## config.mk

```make
export PLATFORM = sky130hd
export DESIGN_NAME = base64_stream_decoder
export DESIGN_NICKNAME = d
export VERILOG_FILES = /design/src/rtl/b64d_pkg.sv /design/src/rtl/b64d_front.sv /design/src/rtl/b64d_queue.sv /design/src/rtl/b64d_back.sv /design/src/rtl/base64_stream_decoder.sv
export SDC_FILE = /design/constraint.sdc
export NUM_CORES = 1
export LEC_CHECK = 0
export BUFFER_PORTS_ARGS = -buffer_cell sky130_fd_sc_hd__buf_2
export CAP_MARGIN = 20
export CORE_UTILIZATION = 50
export DETAILED_ROUTE_END_ITERATION = 6
export GPL_TIMING_DRIVEN = 0
export PLACE_DENSITY_LB_ADDON = 0.25
export SETUP_SLACK_MARGIN = 0.15
export SLEW_MARGIN = 30
export SYNTH_ARGS = -nofsm -noshare
export SYNTH_HDL_FRONTEND = slang
export SYNTH_HIERARCHICAL = 1
export SYNTH_SLANG_ARGS = --single-unit
```

## constraint.sdc

```tcl
create_clock -name clk -period 3.7 [get_ports clk]
set_input_delay 0.555 -clock clk [delete_from_list [all_inputs] [get_ports clk]]
set_output_delay 0.555 -clock clk [all_outputs]
set_load 0.05 [all_outputs]
```

## src/rtl/b64d_pkg.sv

```systemverilog
// Shared types, stop codes and alphabet lookup of the Base64 stream decoder.
`default_nettype none

package b64d_pkg;

    localparam logic [1:0] CAUSE_NONE    = 2'd0;
    localparam logic [1:0] CAUSE_PAD     = 2'd1;
    localparam logic [1:0] CAUSE_INVALID = 2'd2;

    localparam logic [7:0] CHAR_PAD   = 8'h3D;
    localparam logic [7:0] CHAR_PLUS  = 8'h2B;
    localparam logic [7:0] CHAR_SLASH = 8'h2F;

    typedef struct packed {
        logic [7:0] char_in;
        logic       last_in;
    } in_beat_t;

    typedef struct packed {
        logic [7:0] byte_out;
        logic       byte_valid;
        logic       end_of_message;
        logic [1:0] stop_cause;
    } out_beat_t;

    typedef struct packed {
        logic [2:0][7:0] byte_data;
        logic [1:0]      cnt;
        logic            byte_valid;
        logic            eom;
        logic [1:0]      cause;
    } group_t;

    typedef struct packed {
        logic       ok;
        logic [5:0] value;
    } sextet_t;

    function automatic sextet_t sextet_of(input logic [7:0] c);
        sextet_t r;
        logic [7:0] d;
        r = '{ok: 1'b1, value: 6'd0};
        d = 8'd0;
        if (c >= 8'h41 && c <= 8'h5A) begin
            d = c - 8'h41;
        end else if (c >= 8'h61 && c <= 8'h7A) begin
            d = c - 8'h61 + 8'd26;
        end else if (c >= 8'h30 && c <= 8'h39) begin
            d = c - 8'h30 + 8'd52;
        end else if (c == CHAR_PLUS) begin
            d = 8'd62;
        end else if (c == CHAR_SLASH) begin
            d = 8'd63;
        end else begin
            r.ok = 1'b0;
        end
        r.value = d[5:0];
        return r;
    endfunction

endpackage

`default_nettype wire

```

## src/rtl/b64d_front.sv

```systemverilog
// Front end: classify each character, gather sextets into byte groups for the queue.
`default_nettype none

module b64d_front (
    input  wire logic             clk,
    input  wire logic             rst_n,
    input  wire logic             accept,
    input  wire b64d_pkg::in_beat_t beat,
    output logic                  push,
    output b64d_pkg::group_t      rec
);

    logic [17:0] buf_reg, buf_next;
    logic [1:0]  count_reg, count_next;
    logic        stopped_reg, stopped_next;
    logic [1:0]  reason_reg, reason_next;

    b64d_pkg::sextet_t sx;
    logic [23:0]       word;
    logic [1:0]        cause;

    always_comb
    begin
        sx           = b64d_pkg::sextet_of(beat.char_in);
        word         = {buf_reg, sx.value};
        buf_next     = buf_reg;
        count_next   = count_reg;
        stopped_next = stopped_reg;
        reason_next  = reason_reg;
        cause        = (beat.char_in == b64d_pkg::CHAR_PAD) ?
                       b64d_pkg::CAUSE_PAD : b64d_pkg::CAUSE_INVALID;
        rec          = '0;
        rec.byte_valid = 1'b1;
        rec.cause    = b64d_pkg::CAUSE_NONE;

        if (!stopped_reg) begin
            if (sx.ok) begin
                if (count_reg == 2'd3) begin
                    rec.byte_data[0] = word[23:16];
                    rec.byte_data[1] = word[15:8];
                    rec.byte_data[2] = word[7:0];
                    rec.cnt          = 2'd3;
                    buf_next         = '0;
                    count_next       = 2'd0;
                end else begin
                    buf_next   = word[17:0];
                    count_next = count_reg + 2'd1;
                    if (beat.last_in) begin
                        unique case (count_reg)
                            2'd1:
                            begin
                                rec.byte_data[0] = word[11:4];
                                rec.cnt          = 2'd1;
                            end
                            2'd2:
                            begin
                                rec.byte_data[0] = word[17:10];
                                rec.byte_data[1] = word[9:2];
                                rec.cnt          = 2'd2;
                            end
                            default:
                            begin
                                rec.cnt = 2'd0;
                            end
                        endcase
                    end
                end
            end else begin
                rec.cause = cause;
                unique case (count_reg)
                    2'd2:
                    begin
                        rec.byte_data[0] = buf_reg[11:4];
                        rec.cnt          = 2'd1;
                    end
                    2'd3:
                    begin
                        rec.byte_data[0] = buf_reg[17:10];
                        rec.byte_data[1] = buf_reg[9:2];
                        rec.cnt          = 2'd2;
                    end
                    default:
                    begin
                        rec.cnt = 2'd0;
                    end
                endcase
                buf_next     = '0;
                count_next   = 2'd0;
                stopped_next = 1'b1;
                reason_next  = cause;
            end
        end

        if (beat.last_in) begin
            if (rec.cnt == 2'd0) begin
                rec.cnt        = 2'd1;
                rec.byte_valid = 1'b0;
                rec.byte_data  = '0;
                rec.cause      = reason_next;
            end
            rec.eom      = 1'b1;
            buf_next     = '0;
            count_next   = 2'd0;
            stopped_next = 1'b0;
            reason_next  = b64d_pkg::CAUSE_NONE;
        end

        push = accept && (rec.cnt != 2'd0);
    end

    always_ff @(posedge clk or negedge rst_n)
    begin
        if (!rst_n) begin
            buf_reg     <= '0;
            count_reg   <= 2'd0;
            stopped_reg <= 1'b0;
            reason_reg  <= b64d_pkg::CAUSE_NONE;
        end else if (accept) begin
            buf_reg     <= buf_next;
            count_reg   <= count_next;
            stopped_reg <= stopped_next;
            reason_reg  <= reason_next;
        end
    end

endmodule

`default_nettype wire

```

## src/rtl/b64d_queue.sv

```systemverilog
// Short group queue between the front end and the beat sequencer.
`default_nettype none

module b64d_queue #(
    parameter int DEPTH = 4
) (
    input  wire logic             clk,
    input  wire logic             rst_n,
    input  wire logic             push,
    input  wire b64d_pkg::group_t wr_data,
    input  wire logic             pop,
    output logic                  full,
    output logic                  not_empty,
    output b64d_pkg::group_t      rd_data
);

    localparam int PTR_W = (DEPTH > 1) ? $clog2(DEPTH) : 1;
    localparam int CNT_W = $clog2(DEPTH + 1);

    b64d_pkg::group_t slots [DEPTH];

    logic [PTR_W-1:0] wr_ptr_reg, wr_ptr_next;
    logic [PTR_W-1:0] rd_ptr_reg, rd_ptr_next;
    logic [CNT_W-1:0] count_reg, count_next;

    function automatic logic [PTR_W-1:0] advance(input logic [PTR_W-1:0] p);
        return (p == PTR_W'(DEPTH - 1)) ? '0 : p + PTR_W'(1);
    endfunction

    always_comb
    begin
        full        = (count_reg == CNT_W'(DEPTH));
        not_empty   = (count_reg != '0);
        rd_data     = slots[rd_ptr_reg];
        wr_ptr_next = push ? advance(wr_ptr_reg) : wr_ptr_reg;
        rd_ptr_next = pop ? advance(rd_ptr_reg) : rd_ptr_reg;
        count_next  = count_reg;
        if (push && !pop) begin
            count_next = count_reg + CNT_W'(1);
        end else if (pop && !push) begin
            count_next = count_reg - CNT_W'(1);
        end
    end

    always_ff @(posedge clk)
    begin
        if (push) begin
            slots[wr_ptr_reg] <= wr_data;
        end
    end

    always_ff @(posedge clk or negedge rst_n)
    begin
        if (!rst_n) begin
            wr_ptr_reg <= '0;
            rd_ptr_reg <= '0;
            count_reg  <= '0;
        end else begin
            wr_ptr_reg <= wr_ptr_next;
            rd_ptr_reg <= rd_ptr_next;
            count_reg  <= count_next;
        end
    end

    a_no_push_full: assert property (@(posedge clk) disable iff (!rst_n)
        full |-> !push)
        else $error("push into full group queue");

    a_no_pop_empty: assert property (@(posedge clk) disable iff (!rst_n)
        !not_empty |-> !pop)
        else $error("pop from empty group queue");

    a_count_bound: assert property (@(posedge clk) disable iff (!rst_n)
        count_reg <= CNT_W'(DEPTH))
        else $error("group queue count beyond depth");

    a_ptr_track: assert property (@(posedge clk) disable iff (!rst_n)
        (count_reg == '0) |-> (wr_ptr_reg == rd_ptr_reg))
        else $error("group queue pointers differ while empty");

endmodule

`default_nettype wire

```

## src/rtl/b64d_back.sv

```systemverilog
// Back end: split each queued group into output beats, one per cycle while out_stall is low.
`default_nettype none

module b64d_back (
    input  wire logic              clk,
    input  wire logic              rst_n,
    input  wire logic              q_valid,
    input  wire b64d_pkg::group_t  q_data,
    output logic                   pop,
    output logic                   out_valid,
    input  wire logic              out_stall,
    output b64d_pkg::out_beat_t    out_data
);

    b64d_pkg::group_t cur_reg;
    logic [1:0]       idx_reg, idx_next;
    logic             busy_reg, busy_next;
    logic             last_beat;
    logic             load;

    always_comb
    begin
        last_beat = (idx_reg == cur_reg.cnt - 2'd1);
        load      = q_valid && (!busy_reg || (!out_stall && last_beat));
        pop       = load;
        busy_next = busy_reg;
        idx_next  = idx_reg;
        if (load) begin
            busy_next = 1'b1;
            idx_next  = 2'd0;
        end else if (busy_reg && !out_stall) begin
            if (last_beat) begin
                busy_next = 1'b0;
            end else begin
                idx_next = idx_reg + 2'd1;
            end
        end

        out_valid               = busy_reg;
        out_data.byte_out       = cur_reg.byte_data[idx_reg];
        out_data.byte_valid     = cur_reg.byte_valid;
        out_data.end_of_message = cur_reg.eom && last_beat;
        out_data.stop_cause     = cur_reg.cause;
    end

    always_ff @(posedge clk)
    begin
        if (load) begin
            cur_reg <= q_data;
        end
    end

    always_ff @(posedge clk or negedge rst_n)
    begin
        if (!rst_n) begin
            busy_reg <= 1'b0;
            idx_reg  <= 2'd0;
        end else begin
            busy_reg <= busy_next;
            idx_reg  <= idx_next;
        end
    end

    a_idx_in_group: assert property (@(posedge clk) disable iff (!rst_n)
        busy_reg |-> (idx_reg < cur_reg.cnt))
        else $error("beat index outside current group");

    a_no_load_mid_group: assert property (@(posedge clk) disable iff (!rst_n)
        (busy_reg && !last_beat) |-> !pop)
        else $error("group loaded before current one finished");

    a_eom_last_data: assert property (@(posedge clk) disable iff (!rst_n)
        (out_valid && !out_data.byte_valid) |-> out_data.end_of_message)
        else $error("empty marker without end of message");

endmodule

`default_nettype wire

```

## src/rtl/base64_stream_decoder.sv

```systemverilog
// Top level of the streaming Base64 decoder: front end, group queue and beat sequencer.
//
//  channel | direction | payload     | handshake
//  --------+-----------+-------------+-----------------------
//  in      | input     | in_beat_t   | in_valid / in_stall
//  out     | output    | out_beat_t  | out_valid / out_stall
//
//  One character is taken each cycle while in_stall is low; it is classified and merged in that cycle.
//  Each character yields zero to three output beats, sent one per cycle by the sequencer while out_stall is low.
//  in_stall rises only when the FIFO_DEPTH-entry group queue is full.
//  Reset clears the sextet buffer, stop flag, queue pointers and sequencer at once.
`default_nettype none

module base64_stream_decoder #(
    parameter int FIFO_DEPTH = 4
) (
    input  wire logic                clk,
    input  wire logic                rst_n,
    input  wire logic                in_valid,
    output logic                     in_stall,
    input  wire b64d_pkg::in_beat_t  in_data,
    output logic                     out_valid,
    input  wire logic                out_stall,
    output b64d_pkg::out_beat_t      out_data
);

    logic             accept;
    logic             push;
    logic             pop;
    logic             q_full;
    logic             q_valid;
    b64d_pkg::group_t wr_rec;
    b64d_pkg::group_t rd_rec;

    assign in_stall = q_full;
    assign accept   = in_valid && !in_stall;

    b64d_front u_front (
        .clk    (clk),
        .rst_n  (rst_n),
        .accept (accept),
        .beat   (in_data),
        .push   (push),
        .rec    (wr_rec)
    );

    b64d_queue #(
        .DEPTH (FIFO_DEPTH)
    ) u_queue (
        .clk       (clk),
        .rst_n     (rst_n),
        .push      (push),
        .wr_data   (wr_rec),
        .pop       (pop),
        .full      (q_full),
        .not_empty (q_valid),
        .rd_data   (rd_rec)
    );

    b64d_back u_back (
        .clk       (clk),
        .rst_n     (rst_n),
        .q_valid   (q_valid),
        .q_data    (rd_rec),
        .pop       (pop),
        .out_valid (out_valid),
        .out_stall (out_stall),
        .out_data  (out_data)
    );

endmodule

`default_nettype wire
```

==> results of run 1 <==
## routing by layer
metal,vias to the layer above,global-route usage,routed length [um]
li1,2296,-,-
met1,2528,0.280,7450
met5,-,0,0
met3,23,0.0358,784
met4,0,0.0782,293
met2,184,0.368,9030
## cell families after synthesis
family                   share of synthesized area
adder cells (fa/ha/maj)                     0.0320
flip-flops                                   0.631
XOR/XNOR                                   0.00815
AND/OR/NAND/NOR                             0.0776
AO/OA/AOI/OAI                                0.115
buffers and inverters                       0.0398
multiplexers                                0.0969
## area by class of cell
type,instances,area (um2),area share
flip-flops and latches,183,5330,0.563
well taps,220,275,0.0291
clock buffers,18,429,0.0454
clock inverters,14,100,0.0106
repair buffers,29,170,0.0180
inverters,23,86.3,0.00913
multi-input cells,323,2810,0.297
plain buffers,36,255,0.0270
## timing repair
item                                    4_1_cts  5_1_grt
cloned                                        0        0
endpoints found under the hold margin         0        0
endpoints found under the setup margin      122       92
gates resized for setup                       4        4
pin swaps                                     0        2
buffers inserted                              0        4
## Yosys cell counts, types with 4 or more instances
master / instances / area [um2]
a211oi_2: 7 / 87.6
a21oi_1: 15 / 75.1
a221oi_1: 7 / 61.3
a22o_1: 13 / 114
a22oi_1: 6 / 45.0
and2_1: 12 / 75.1
buf_2: 11 / 55.1
buf_4: 6 / 45.0
buf_6: 4 / 45.0
clkbuf_1: 10 / 37.5
dfrtp_1: 33 / 826
edfxtp_1: 150 / 4500
ha_1: 20 / 250
inv_1: 23 / 86.3
mux2_2: 4 / 45.0
mux2i_1: 9 / 90.1
mux4_2: 28 / 631
nand2_1: 44 / 165
nand3_1: 7 / 35.0
nand4_1: 9 / 56.3
nor2_1: 15 / 56.3
nor2b_1: 13 / 81.3
nor3_1: 8 / 40.0
o21a_1: 5 / 37.5
o21ai_0: 25 / 125
o21ai_1: 10 / 50.1
xnor2_1: 4 / 35.0
## where the power goes
group          internal, mW  total [mW]  switching, mW
Clock                 0.862        1.62          0.757
Combinational         0.746        1.94           1.19
Sequential             2.62        2.75          0.135
Total                  4.23        6.31           2.09
## metrics by stage
step / TNS (ns) / hold WS [ns] / area [um2] / cells
2_1_floorplan: 0 / 0.259 / 8450 / 565
3_5_place_dp: -61.43 / 0.478 / 8870 / 810
4_1_cts: 0 / 0.239 / 9420 / 842
6_report: 0 / 0.224 / 9460 / 846
5_1_grt: 0 / 0.268 / 9460 / 846
3_3_place_gp: -60.31 / 0.466 / 8850 / 809
## worst register-to-register path: cells and delay by family (launching register included)
| family | cells | cell delay (ns) |
|---|---|---|
| AND/OR/NAND/NOR | 1 | 0.73 |
| flip-flops | 1 | 0.47 |
| buffers and inverters | 1 | 0.39 |
| AO/OA/AOI/OAI | 3 | 0.61 |
| adder cells (fa/ha/maj) | 1 | 0.35 |
## final timing paths
check	endpoint	from	slack [ns]	depth (start not counted)
setup reg to reg	u_queue/slots[3][28]	u_front/count_reg[0]	0.74	6
setup / recovery	u_queue/slots[3][28]	in_data[3]	0.35	12
max in group asynchronous	u_front/buf_reg[6]	rst_n	2.94	1
hold / removal	u_queue/count_reg[1]	rst_n	0.22	1
min in group clk	u_queue/slots[1][2]	in_data[0]	0.33	1
hold reg to reg	u_queue/count_reg[2]	u_queue/count_reg[2]	0.49	1
==> flow_metrics.tcl, run 1 <==
set metrics [dict create \
    finalCritPeriodShare 0.907 \
    cts_buffer_depth 2 \
    synth-edff-count 150 \
    cts_htree_levels 4 \
    ant_nets 0 \
    wl_per_cell_um 20.8 \
    fmax_mhz 298 \
    drtIter0Drc 444 \
    ys_async_sr_fraction 0.180 \
    rows 47 \
    finalPower_mw 6.31 \
    crit_top_cell "buf_2" \
    required_ns 3.75 \
    insertedDiodeCount 0 \
    grt_overflow 0 \
    synth_ff_type "edfxtp_1" \
    areaGrowthSynthToFinish_pct 12.0 \
    seq_area_frac_synth 0.631 \
    ios 27 \
    layout-drive-gt1-share 0.233 \
    min_period_ns 3.35 \
    grt_max_degree 34 \
    cts_buffers 17 \
    clock_skew_ns 0.00930 \
    gp_congestion 0.856 \
    avgSynthCellArea_um2 15.0 \
    syn_inst 565 \
    hp-class "input port to asynchronous set/reset pin" \
    clk_latency_ns 0.43 \
    nFillCells 1291 \
    vias 5031 \
    grt_pass1_vias 4995 \
    power_density_nw_per_um2 667 \
    portBuffers 24 \
    antenna_found_initial 0 \
    status "finished, final reports clean" \
    yosysWarnings 6 \
    leakagePower_nw 3.34 \
    final_core_util 0.572 \
    maxCapViolations 0 \
    slowest_delay_ns 0.73 \
    critical_path_buf_inv_count 4 \
    gr-usage-all-layers 0.216 \
    grt_pass1_wl_um 28100 \
    critPathKind "input port to register" \
    ir_drop_mv 0.363 \
    die_w_um 132 \
    dp_slack_ns -0.534 \
    dp_hpwl_um 11900 \
    grt_setup_unrepaired "false" \
    tightest_slew_ns 0.885 \
    clk_pin_slew_ns 0.07 \
    cts-root-buf "clkbuf_16" \
    relSlewSlack 0.410 \
    dr.pass1.iters 5 \
    layout_common_cells "edfxtp_1 (150), nand2_1 (44), buf_2 (33), dfrtp_1 (33), mux4_2 (28)" \
    start_util 0.511 \
    drt-total-wl_um 17600 \
    synth_fp_nets 599 \
    coreArea_um2 16500 \
    path_delay_family "compound AO/OA/AOI/OAI gates" \
    postCtsHoldBufs 0 \
    clock_sinks 183 \
    final_hold_viol_count 0 \
    slew_violations 0 \
    fin_ws_ns 0.346 \
    vias_per_cell 5.95 \
    drc_errors 0 \
    finalSetupViolations 0 \
    nNetsFinal 647 \
    syn_area_um2 8450 \
    cp.arrival_ns 3.40 \
    synth_seq_cells 183 \
    layout_commonest_cell "edfxtp_1" \
    crit_chain "buf_2, buf_2, inv_2, ha_4, a21o_1, nand2_1, o211ai_2, clkbuf_4, a21oi_1, a211oi_1, o21a_2, and2_2" \
    largest_register_ffs 120 \
    dieArea_um2 17400 \
    die_h_um 132 \
    cp-start-kind "input port" \
    yosysUniqueCellTypes 72 \
    cts_tree "done" \
    end_kind "register" \
    critPathMaxFanout 30 \
    crit_slowest_cell "and2_2" \
]
No activity file was read; power rests on OpenSTA's default activity.
==> run 2, diff against run 1 <==
ABC_AREA = 1   (was not set)
CTS_BUF_LIST = sky130_fd_sc_hd__clkbuf_16   (was not set)
==> run 2 against run 1 <==
Compared with the run above:
- clock-buffer cell count fell by 1
- worst hold slack improved by 0.0059 ns
- largest cell class unchanged
- cell count rose by 37%
- worst setup slack improved by 0.16 ns
- critical endpoint is now u_queue/slots[0][26]
- largest power group unchanged
- non-clock buffer count fell by 1
==> flow_metrics.tcl, run 2 <==
set metrics [dict create \
    ys_async_sr_fraction 0.180 \
    postCtsSetupRepairBufs 0 \
    die_w_um 136 \
    synth-edff-count 150 \
    wl_per_cell_um 16.0 \
    grt_setup_unrepaired "false" \
    leakagePower_nw 4.33 \
    clock_power_share 0.247 \
    layout-drive-gt1-share 0.143 \
    insertedDiodeCount 0 \
    synth_seq_cells 183 \
    synth_ff_type "edfxtp_1" \
    power_frac_comb 0.350 \
    avgSynthCellArea_um2 10.2 \
    required_ns 3.76 \
    drtIter0Drc 508 \
    topRoutingLayerUsed "met4" \
    start_util 0.515 \
    switching_power_mw 2.73 \
    layout_common_cells "nand2_1 (220), edfxtp_1 (150), inv_1 (128), o211ai_1 (60), nor2_1 (55)" \
    grt_pass1_wl_um 29100 \
    wl_met1_um 8480 \
    postCtsHoldBufs 0 \
    tns_ns 0 \
    seq_area_frac_synth 0.595 \
    slew_violations 0 \
    portBuffers 24 \
    drt-total-wl_um 18600 \
    vias 6023 \
    slowest_delay_ns 0.56 \
    final_hold_viol_count 0 \
    met3_length_um 796 \
    syn_inst 880 \
    yosysTopAreaCell "edfxtp_1" \
    finalSetupViolations 0 \
    cts_resized 0 \
    dieArea_um2 18500 \
    cp.arrival_ns 3.26 \
    clk_pin_slew_ns 0.07 \
    ir_drop_mv 0.553 \
    cts_tree "done" \
    nFillCells 1504 \
    critPathMaxFanout 30 \
    relSlewSlack 0.422 \
    cts_buffer_depth 2 \
    crit_slowest_cell "inv_2" \
    ios 27 \
    cts_htree_levels 4 \
    synthTopCellsByArea "edfxtp_1 (50%), dfrtp_1 (9.2%), nand2_1 (9.2%)" \
    r2r_cells 13 \
    final_core_util 0.574 \
    areaGrowthSynthToFinish_pct 11.6 \
    cp-start-kind "input port" \
    cts-root-buf "clkbuf_16" \
    fmax_mhz 313 \
    largest_register_ffs 120 \
    antenna_found_initial 0 \
    die_h_um 136 \
    wl_met2_um 8960 \
    internal_power_mw 4.53 \
    hp-class "input port to asynchronous set/reset pin" \
    min_period_ns 3.20 \
    r2r_slack_ns 0.72 \
    synth_top_area_frac 0.503 \
    clock_skew_ns 0.0102 \
    layout_commonest_cell "nand2_1" \
    clk_latency_ns 0.44 \
    gr-usage-all-layers 0.216 \
    hold_slack_ns 0.230 \
    yosysUniqueCellTypes 35 \
    clock_sinks 183 \
    yosys-top-cells-count "nand2_1 (220), edfxtp_1 (150), inv_1 (132)" \
    crit_chain "buf_2, buf_2, inv_1, ha_1, nand2_1, nand2_1, o21ai_1, inv_1, nand2_2, nand3_4, nand2_1, nand3_2, nand3_1, nand2_1, inv_1, nand2_1, inv_2" \
    finalCritPeriodShare 0.864 \
    ant_nets 0 \
    grt_max_degree 34 \
    vias_per_cell 5.18 \
    yosysWarnings 6 \
    dr.pass1.iters 5 \
    crit_top_cell "nand2_1" \
    grt_overflow 0 \
    p_seq_frac 0.404 \
    syn_area_um2 8960 \
    p_sw_frac 0.376 \
    critPathKind "input port to register" \
    maxCapViolations 0 \
    synth_most_common_cell "nand2_1" \
    synth_fp_nets 914 \
    drc_errors 0 \
    dp_hpwl_um 12800 \
    gp_congestion 0.861 \
    nNetsFinal 958 \
    tightest_slew_ns 0.867 \
    end_kind "register" \
    cts_buffers 17 \
    coreArea_um2 17400 \
    status "finished, final reports clean" \
    rows 48 \
    power_density_nw_per_um2 727 \
    grt_pass1_vias 5530 \
]
[run 2: cell types whose count changed in the layout (fill, tap and decap cells not counted), sizes merged, moves of 9 or more]
cell,before,now
nand2,44,231
inv,27,145
o211ai,4,60
nor2,15,68
nand3,7,50
mux4,30,0
o21ai,36,16
nor2b,14,0
a22o,13,0
o22ai,4,17
and2,12,0
a221oi,10,0
a211oi,9,0
mux2i,9,0
[run 2: worst paths after layout]
kind                                       from                     to
max in group asynchronous                 rst_n     u_front/buf_reg[1]
min in group clk                      out_stall       u_back/out_valid
setup / recovery                     in_data[3]   u_queue/slots[0][26]
hold reg to reg            u_queue/count_reg[2]   u_queue/count_reg[2]
setup reg to reg           u_front/count_reg[0]   u_queue/slots[0][26]
hold / removal                            rst_n  u_queue/rd_ptr_reg[0]
[run 2: cell type report]
class / count / area [um2] / area share
Sequential cell: 183 / 5330 / 0.533
Tap cell: 225 / 282 / 0.0282
Clock inverter: 15 / 170 / 0.0170
Inverter: 141 / 529 / 0.0529
Clock buffer: 17 / 425 / 0.0425
Buffer: 39 / 292 / 0.0292
Timing Repair Buffer: 25 / 148 / 0.0148
Multi-Input combinational cell: 517 / 2820 / 0.282
[run 2: power by group through the flow]
| stage | logic [mW] | registers, mW | clock network (mW) |
|---|---|---|---|
| after global routing | 2.79 | 2.97 | 1.90 |
| after floorplan | 1.85 | 2.93 | 0 |
| after detailed placement | 2.54 | 2.98 | 0 |
| final | 2.54 | 2.93 | 1.79 |
| after global placement | 2.46 | 2.98 | 0 |
| after CTS | 2.55 | 2.94 | 1.82 |
[run 2: cell families (layout without fill, tap and decap cells)]
| group | Yosys count | count (layout) | synth area share |
|---|---|---|---|
| XOR/XNOR | 8 | 8 | 0.00782 |
| buffers and inverters | 180 | 237 | 0.0916 |
| AO/OA/AOI/OAI | 127 | 127 | 0.0960 |
| flip-flops | 183 | 183 | 0.595 |
| AND/OR/NAND/NOR | 361 | 361 | 0.180 |
| adder cells (fa/ha/maj) | 21 | 21 | 0.0302 |
[run 2: critical path, delay by kind of cell]
family / cells / cell delay, ns
AND/OR/NAND/NOR: 9 / 0.92
adder cells (fa/ha/maj): 1 / 0.23
buffers and inverters: 6 / 1.28
AO/OA/AOI/OAI: 1 / 0.23
[run 2: per-layer routing]
layer | vias up | track usage
li1 | 3021 | -
met1 | 2805 | 0.284
met2 | 165 | 0.360
met3 | 32 | 0.0339
met4 | 0 | 0.0802
met5 | - | 0
[run 2: metrics by stage]
step | power (mW) | area [um2] | setup WS (ns) | std cells
3_3_place_gp | 5.44 | 9370 | -0.383 | 1129
4_1_cts | 7.31 | 10000 | 0.505 | 1162
5_1_grt | 7.66 | 10000 | 0.213 | 1162
6_report | 7.26 | 10000 | 0.504 | 1162
3_5_place_dp | 5.52 | 9400 | 0.0527 | 1130
2_1_floorplan | 4.78 | 8970 | 0.584 | 880
